--- config.mk ---
export PLATFORM = sky130hd
export DESIGN_NAME = cmd_wsum
export DESIGN_NICKNAME = d
export VERILOG_FILES = /design/src/sv/cmd_pkg.sv /design/src/sv/cmd_wsum.sv
export SDC_FILE = /design/constraint.sdc
export NUM_CORES = 1
export LEC_CHECK = 0
export BUFFER_PORTS_ARGS = -buffer_cell sky130_fd_sc_hd__buf_2
export CAP_MARGIN = 40
export CELL_PAD_IN_SITES_DETAIL_PLACEMENT = 1
export CELL_PAD_IN_SITES_GLOBAL_PLACEMENT = 2
export CORE_MARGIN = 3
export CORE_UTILIZATION = 45
export CTS_BUF_LIST = sky130_fd_sc_hd__clkbuf_4
export DETAILED_ROUTE_END_ITERATION = 10
export HOLD_SLACK_MARGIN = 0.03
export PLACE_DENSITY = 0.89
export SLEW_MARGIN = 20
export SYNTH_ARGS = -nofsm -noshare
export SYNTH_HDL_FRONTEND = slang
export SYNTH_SLANG_ARGS = --single-unit
export TNS_END_PERCENT = 50
--- constraint.sdc ---
create_clock -name i_clk -period 17.7 [get_ports i_clk]
set_input_delay 1.77 -clock i_clk [delete_from_list [all_inputs] [get_ports i_clk]]
set_output_delay 1.77 -clock i_clk [all_outputs]
set_load 0.1 [all_outputs]
--- src/sv/cmd_pkg.sv ---
// Shared types, codes and elaboration-time helpers for the column destriping block.
// No dependencies; every other file of the block imports this package.
package cmd_pkg;

    localparam int WIDTH_MAX_DEF        = 64;
    localparam int HEIGHT_MAX_DEF       = 64;
    localparam int SIGMA_QUARTERS_DEF   = 4;
    localparam int WEIGHT_FRAC_BITS_DEF = 15;

    localparam int PIX_W = 16;
    localparam int DIM_W = 7;

    localparam logic OP_LOAD = 1'b0;
    localparam logic OP_READ = 1'b1;

    typedef enum logic {
        CFG_COLS = 1'b0,
        CFG_ROWS = 1'b1
    } t_cfg_idx;

    typedef struct packed {
        logic             op;
        logic [PIX_W-1:0] pixel_in;
    } t_in_item;

    typedef struct packed {
        logic [PIX_W-1:0] pixel_out;
        logic             not_ready;
        logic             last;
    } t_out_item;

    typedef enum logic [2:0] {
        CELL_HOLD,
        CELL_INSERT,
        CELL_SHIFT,
        CELL_COUNT,
        CELL_CLEAR
    } t_cell_op;

    typedef enum logic [3:0] {
        S_IDLE,
        S_RDATA,
        S_SA_FEED,
        S_SA_WAIT,
        S_SA_DUMP,
        S_TGT,
        S_TGT_WAIT,
        S_B_FEED,
        S_B_WAIT,
        S_COUNT,
        S_CLEAR
    } t_state;

    // Shift-subtract division, used only for constants at elaboration.
    function automatic longint unsigned cmd_udiv(input longint unsigned a,
                                                 input longint unsigned b);
        longint unsigned qv;
        longint unsigned rv;
        qv = 0;
        rv = 0;
        for (int i = 63; i >= 0; i--) begin
            rv = {rv[62:0], a[i]};
            if (rv >= b) begin
                rv = rv - b;
                qv[i] = 1'b1;
            end
        end
        return qv;
    endfunction

    // Gaussian weight for column distance d, Q.f, with sigma = q/4.
    function automatic longint unsigned cmd_gauss_weight(input int unsigned d,
                                                         input int unsigned q,
                                                         input int unsigned f);
        longint unsigned t;
        longint unsigned e;
        longint unsigned term;
        longint unsigned den;
        longint unsigned dd;
        longint unsigned qq;
        dd   = d;
        qq   = q;
        t    = cmd_udiv((dd * dd) << 29, qq * qq);
        e    = 64'd1 << 30;
        term = 64'd1 << 30;
        for (int k = 1; k <= 12; k++) begin
            term = cmd_udiv((term * t) >> 30, longint'(k));
            if (k % 2 == 1) begin
                e = e - term;
            end else begin
                e = e + term;
            end
        end
        for (int i = 0; i < 4; i++) begin
            e = (e * e + (64'd1 << 29)) >> 30;
        end
        e   = (e * 64'd428361012 + (64'd1 << 29)) >> 30;
        den = qq << (30 - f);
        return cmd_udiv(e * 4 + (den >> 1), den);
    endfunction

endpackage

--- src/sv/cmd_wsum.sv ---
// Gaussian-weighted sum over neighbor columns, one product per cycle.
// Depends on cmd_pkg for the weight function; sorted data arrives in the cycle after issue.
module cmd_wsum #(
    parameter int SIGMA_QUARTERS   = 4,
    parameter int WEIGHT_FRAC_BITS = 15,
    parameter int KW               = 6
) (
    input  logic                                   i_clk,
    input  logic                                   i_rst_n,
    input  logic                                   i_vld,
    input  logic                                   i_first,
    input  logic                                   i_last,
    input  logic [$clog2(SIGMA_QUARTERS+1)-1:0]    i_wi,
    input  logic [KW-1:0]                          i_k,
    input  logic [cmd_pkg::PIX_W-1:0]              i_data,
    output logic                                   o_we,
    output logic [KW-1:0]                          o_k,
    output logic [cmd_pkg::PIX_W-1:0]              o_val
);
    import cmd_pkg::*;

    localparam int N  = SIGMA_QUARTERS;
    localparam int F  = WEIGHT_FRAC_BITS;
    localparam int DW = $clog2(N + 1);
    localparam int WW = F + 2;
    localparam int PW = PIX_W + WW;
    localparam int AW = PW + $clog2(2 * N + 1);

    logic [WW-1:0] w_tab [N+1];

    for (genvar g = 0; g <= N; g++) begin : g_wt
        localparam longint unsigned WV = cmd_gauss_weight(g, N, F);
        assign w_tab[g] = WW'(WV);
    end

    logic          r_s1_vld, r_s1_first, r_s1_last;
    logic [DW-1:0] r_s1_wi;
    logic [KW-1:0] r_s1_k;
    logic          r_s2_vld, r_s2_first, r_s2_last;
    logic [KW-1:0] r_s2_k;
    logic [PW-1:0] r_s2_prod;
    logic          r_s3_vld, r_s3_last;
    logic [KW-1:0] r_s3_k;
    logic [AW-1:0] r_acc;
    logic [AW:0]   rnd;
    logic [AW:0]   qv;

    always_ff @(posedge i_clk) begin
        if (!i_rst_n) begin
            r_s1_vld <= 1'b0;
            r_s2_vld <= 1'b0;
            r_s3_vld <= 1'b0;
        end else begin
            r_s1_vld <= i_vld;
            r_s2_vld <= r_s1_vld;
            r_s3_vld <= r_s2_vld;
        end
    end

    always_ff @(posedge i_clk) begin
        r_s1_first <= i_first;
        r_s1_last  <= i_last;
        r_s1_wi    <= i_wi;
        r_s1_k     <= i_k;
        r_s2_first <= r_s1_first;
        r_s2_last  <= r_s1_last;
        r_s2_k     <= r_s1_k;
        r_s2_prod  <= PW'(i_data) * PW'(w_tab[r_s1_wi]);
        r_s3_last  <= r_s2_last;
        r_s3_k     <= r_s2_k;
        if (r_s2_vld) begin
            r_acc <= r_s2_first ? AW'(r_s2_prod) : r_acc + AW'(r_s2_prod);
        end
    end

    // round to nearest, drop the fraction, clip at full scale
    assign rnd   = (AW+1)'(r_acc) + (AW+1)'(1 << (F - 1));
    assign qv    = rnd >> F;
    assign o_val = (qv > (AW+1)'(16'hFFFF)) ? 16'hFFFF : qv[PIX_W-1:0];
    assign o_we  = r_s3_vld && r_s3_last;
    assign o_k   = r_s3_k;

endmodule

==> reports/qor.csv <==
stage,metric,value,unit
logic_synthesis,post-synthesis sequential area ratio,19.6,%
sta,slew of the pin with the lowest slew margin,0.794,ns
detailed_routing,DRT iter0 DRCs,341,
detailed_routing,WL/cell,17.2,um
power_and_ir_drop,combinational power share,71.0,%
clocking,H-tree levels,3,
clocking,Post-CTS Setup Bufs,0,
worst_setup_path,reg2reg setup slack,9.74,ns
floorplanning,core area,26100,um2
sta,"Hold Vio Cnt, Final",0,
logic_synthesis,area of the mapped netlist,12000,um2
detailed_routing,DR vias/cell,5.20,
floorplanning,Die Wd,170,um
run_status,status,"complete, no violations",
logic_synthesis,synth unique cells,65,
min_path,Hold Crit Start,r_s1_k[1],
floorplanning,full die area,28700,um2
worst_setup_path,critical path class,reg2reg,
layout,post-route cell area,12800,um2
power_and_ir_drop,peak supply drop,0.0588,mV
place,dpl ws,9.47,ns
min_path,Hold Path Depth,0,
min_path,Hold Crit Class,reg2reg,
layout,most frequent cells in the layout,"218 x inv_1, 157 x ha_1, 146 x fa_1, 135 x nand2_1, 64 x nor2_1",
place,gp weighted congestion,0.882,
logic_synthesis,"Async S/R FF share, synth",0,%
clocking,clk_lat worst skew,0.50,ns
worst_setup_path,WP data required,18.06,ns
grt,vias in the first global route,9431,
grt,grt ovf,0,
logic_synthesis,Syn. warnings,0,
clocking,hold_buf cts,0,
sta,Worst Clk Skew,0.0524,ns
worst_setup_path,Critical Path Source Type,flip-flop,
sta,final worst slack,9.74,ns
place,post-place instance area,12600,um2
clocking,post-cts repair resize count,0,
sta,final setup vio count,0,
clocking,CTS Buffer Depth,2,
floorplanning,starting density of the core,46.0,%
clocking,Clock transition at path regs,0.23,ns
power_and_ir_drop,switch share,48.9,%
detailed_routing,vias,8776,
floorplanning,io pins,53,
layout,Final #Nets,1679,
worst_setup_path,Critical R2R Capture,r_s2_prod[28],
power_and_ir_drop,Flop pwr share,20.5,%
worst_setup_path,Worst Setup End Kind,flip-flop,
sta,Slew Limit Fails,0,
sta,RSZ-0062 raised after global routing,no,
power_and_ir_drop,leak pwr,0.00645,uW
sta,TNS Setup,0,ns
power_and_ir_drop,PD cells,126,nW/um2
worst_setup_path,FF-to-FF Start,r_s1_wi[1],
clocking,CTS tree,done,
power_and_ir_drop,Psw,791,uW
power_and_ir_drop,Pint,825,uW
floorplanning,die height,170,um
layout,Area Growth Syn to Fin,6.35,%
clocking,clock tree sinks,99,
sta,Final Cycle Share,45.0,%
place,HPWL after DPL,24600,um
place,IO Port Bufs,52,
logic_synthesis,Main synth FF type,dfxtp_1,
layout,ratio of cells with drive above 1 in the final layout,6.74,%
run,Max-Cap Viols,0,
worst_setup_path,signal arrival time at the worst endpoint,8.33,ns
clocking,CTS Buf Count,9,
sta,hold slack,0.336,ns
clocking,CTS root buf,clkbuf_4,
min_path,Hold Path End,r_s2_k[1],
worst_setup_path,Crit Path Max Fanout,21,
detailed_routing,DRC viols,0,
grt,initial antenna violation count,1,
power_and_ir_drop,share of power burned in the clock network,8.5,%
detailed_routing,ANT nets after route,0,
sta,fin crit period,7.97,ns
floorplanning,std cell rows,59,
sta,Max-slew headroom,47.1,%
logic_synthesis,syn_area_per_cell,9.18,um2
logic_synthesis,register bit count reported by yosys,99,
logic_synthesis,number of flops mapped to enable cells by yosys,37,
detailed_routing,WL final,29100,um
grt,total track usage,20.9,%
detailed_routing,DR pass1 iterations,4,
grt,pin count of the biggest net entering global routing,72,
worst_setup_path,R2R cell count,22,
logic_synthesis,synthesized instance count,1311,
grt,first-pass GRT wire length,48100,um
sta,Achievable Freq,126,MHz
layout,"commonest non-fill, non-tap cell in the layout",inv_1,
registers in the layout (all words and copies together) (netlist names):
register	flops
r_s1_vld	1
r_s1_first	1
r_s2_first	1
r_s1_wi	3
r_s2_last	1
r_s2_vld	1
r_s3_vld	1
r_s3_last	1
r_acc	37
r_s1_last	1
r_s2_k	6
r_s1_k	6
r_s2_prod	33
o_k	6
worst max-delay path, stage by stage, from the launching register on:
cell	delay, ns
dfxtp_1	0.59
clkinv_1	0.44
ha_1	0.92
nand2_1	0.35
fa_1	0.60
fa_1	0.44
fa_1	0.50
fa_1	0.52
inv_1	0.06
fa_1	0.53
inv_1	0.06
fa_1	0.54
inv_1	0.04
ha_1	0.37
a21o_1	0.21
a21o_1	0.17
a21o_1	0.17
a31o_2	0.24
a21oi_1	0.19
o21ai_1	0.17
a2111oi_0	0.44
o21bai_1	0.13
xor2_1	0.15
Yosys cell counts (3+ instances only):
cell type | n | area share, %
a21o_1 | 32 | 2.0
xor2_1 | 32 | 2.3
nand2_1 | 135 | 4.2
o21a_1 | 9 | 0.56
nand2b_1 | 37 | 1.9
clkbuf_1 | 32 | 1.0
and4_1 | 3 | 0.22
fa_1 | 146 | 24
o22ai_1 | 4 | 0.21
and2_1 | 40 | 2.1
nand3_1 | 19 | 0.79
nor2b_1 | 20 | 1.0
o211ai_1 | 3 | 0.19
a31o_1 | 3 | 0.22
a211oi_1 | 3 | 0.19
nor3_1 | 8 | 0.33
o21ai_0 | 41 | 1.7
inv_1 | 218 | 6.8
and3_1 | 13 | 0.68
nor2_1 | 64 | 2.0
edfxtp_1 | 37 | 9.2
ha_1 | 157 | 16
a21oi_1 | 51 | 2.1
or2_2 | 4 | 0.21
nand4_1 | 9 | 0.47
dfxtp_1 | 62 | 10
xnor2_1 | 38 | 2.8
o21ai_1 | 21 | 0.87
o21bai_1 | 11 | 0.69
a31oi_1 | 10 | 0.52
a211o_1 | 3 | 0.22
or3_1 | 3 | 0.16
worst max path at each step:
stage               startpoint       endpoint  slack (ns)  cells after the start
finish              r_s1_wi[1]  r_s2_prod[28]        9.74                     22
global route        r_s1_wi[1]  r_s2_prod[28]        9.29                     25
CTS                 r_s1_wi[1]  r_s2_prod[28]        9.81                     22
floorplan            i_data[3]  r_s2_prod[28]       10.26                     22
detailed placement   i_data[1]  r_s2_prod[28]        9.47                     22
global placement     i_data[1]  r_s2_prod[28]        9.61                     22
logic make-up after synthesis:
logic type,Yosys count,share of synthesized area [%]
other cells,2,0.0624
flops,99,19.6
fa+ha+maj,303,40.6
mux,5,0.478
simple gates,361,14.5
buf+inv,253,7.97
xor+xnor,70,5.10
compound gates,218,11.7
per-layer routing:
metal | part of all wire (%) | global-route usage (%)
met2 | 47 | 35.4
met1 | 49 | 29.5
met3 | 3.0 | 2.38
met4 | 0.99 | 3.41
met5 | 0 | 0
final cells by class:
class / instances / area (um2)
well taps: 335 / 419
flip-flops and latches: 99 / 2350
multi-input cells: 961 / 8730
clock buffers: 9 / 67.6
inverters: 219 / 822
repair buffers: 56 / 310
diodes: 1 / 2.50
fillers: 3106 / 13300
clock inverters: 7 / 91.3
stage by stage:
stage / util [%] / std cells / total power (uW)
floorplan: - / 1313 / 1240
global placement: 48.2 / 1668 / 1460
finish: 49.0 / 1687 / 1620
detailed placement: 48.3 / 1670 / 1490
CTS: 49.0 / 1686 / 1640
global route: 49.0 / 1687 / 1820
power groups by stage:
stage	registers (uW)	clock network (uW)	logic (uW)
4_1_cts	332	142	1160
3_5_place_dp	337	0	1150
2_1_floorplan	327	0	912
6_report	332	137	1150
3_3_place_gp	336	0	1120
5_1_grt	337	150	1330
No activity file was read; power rests on OpenSTA's default activity.
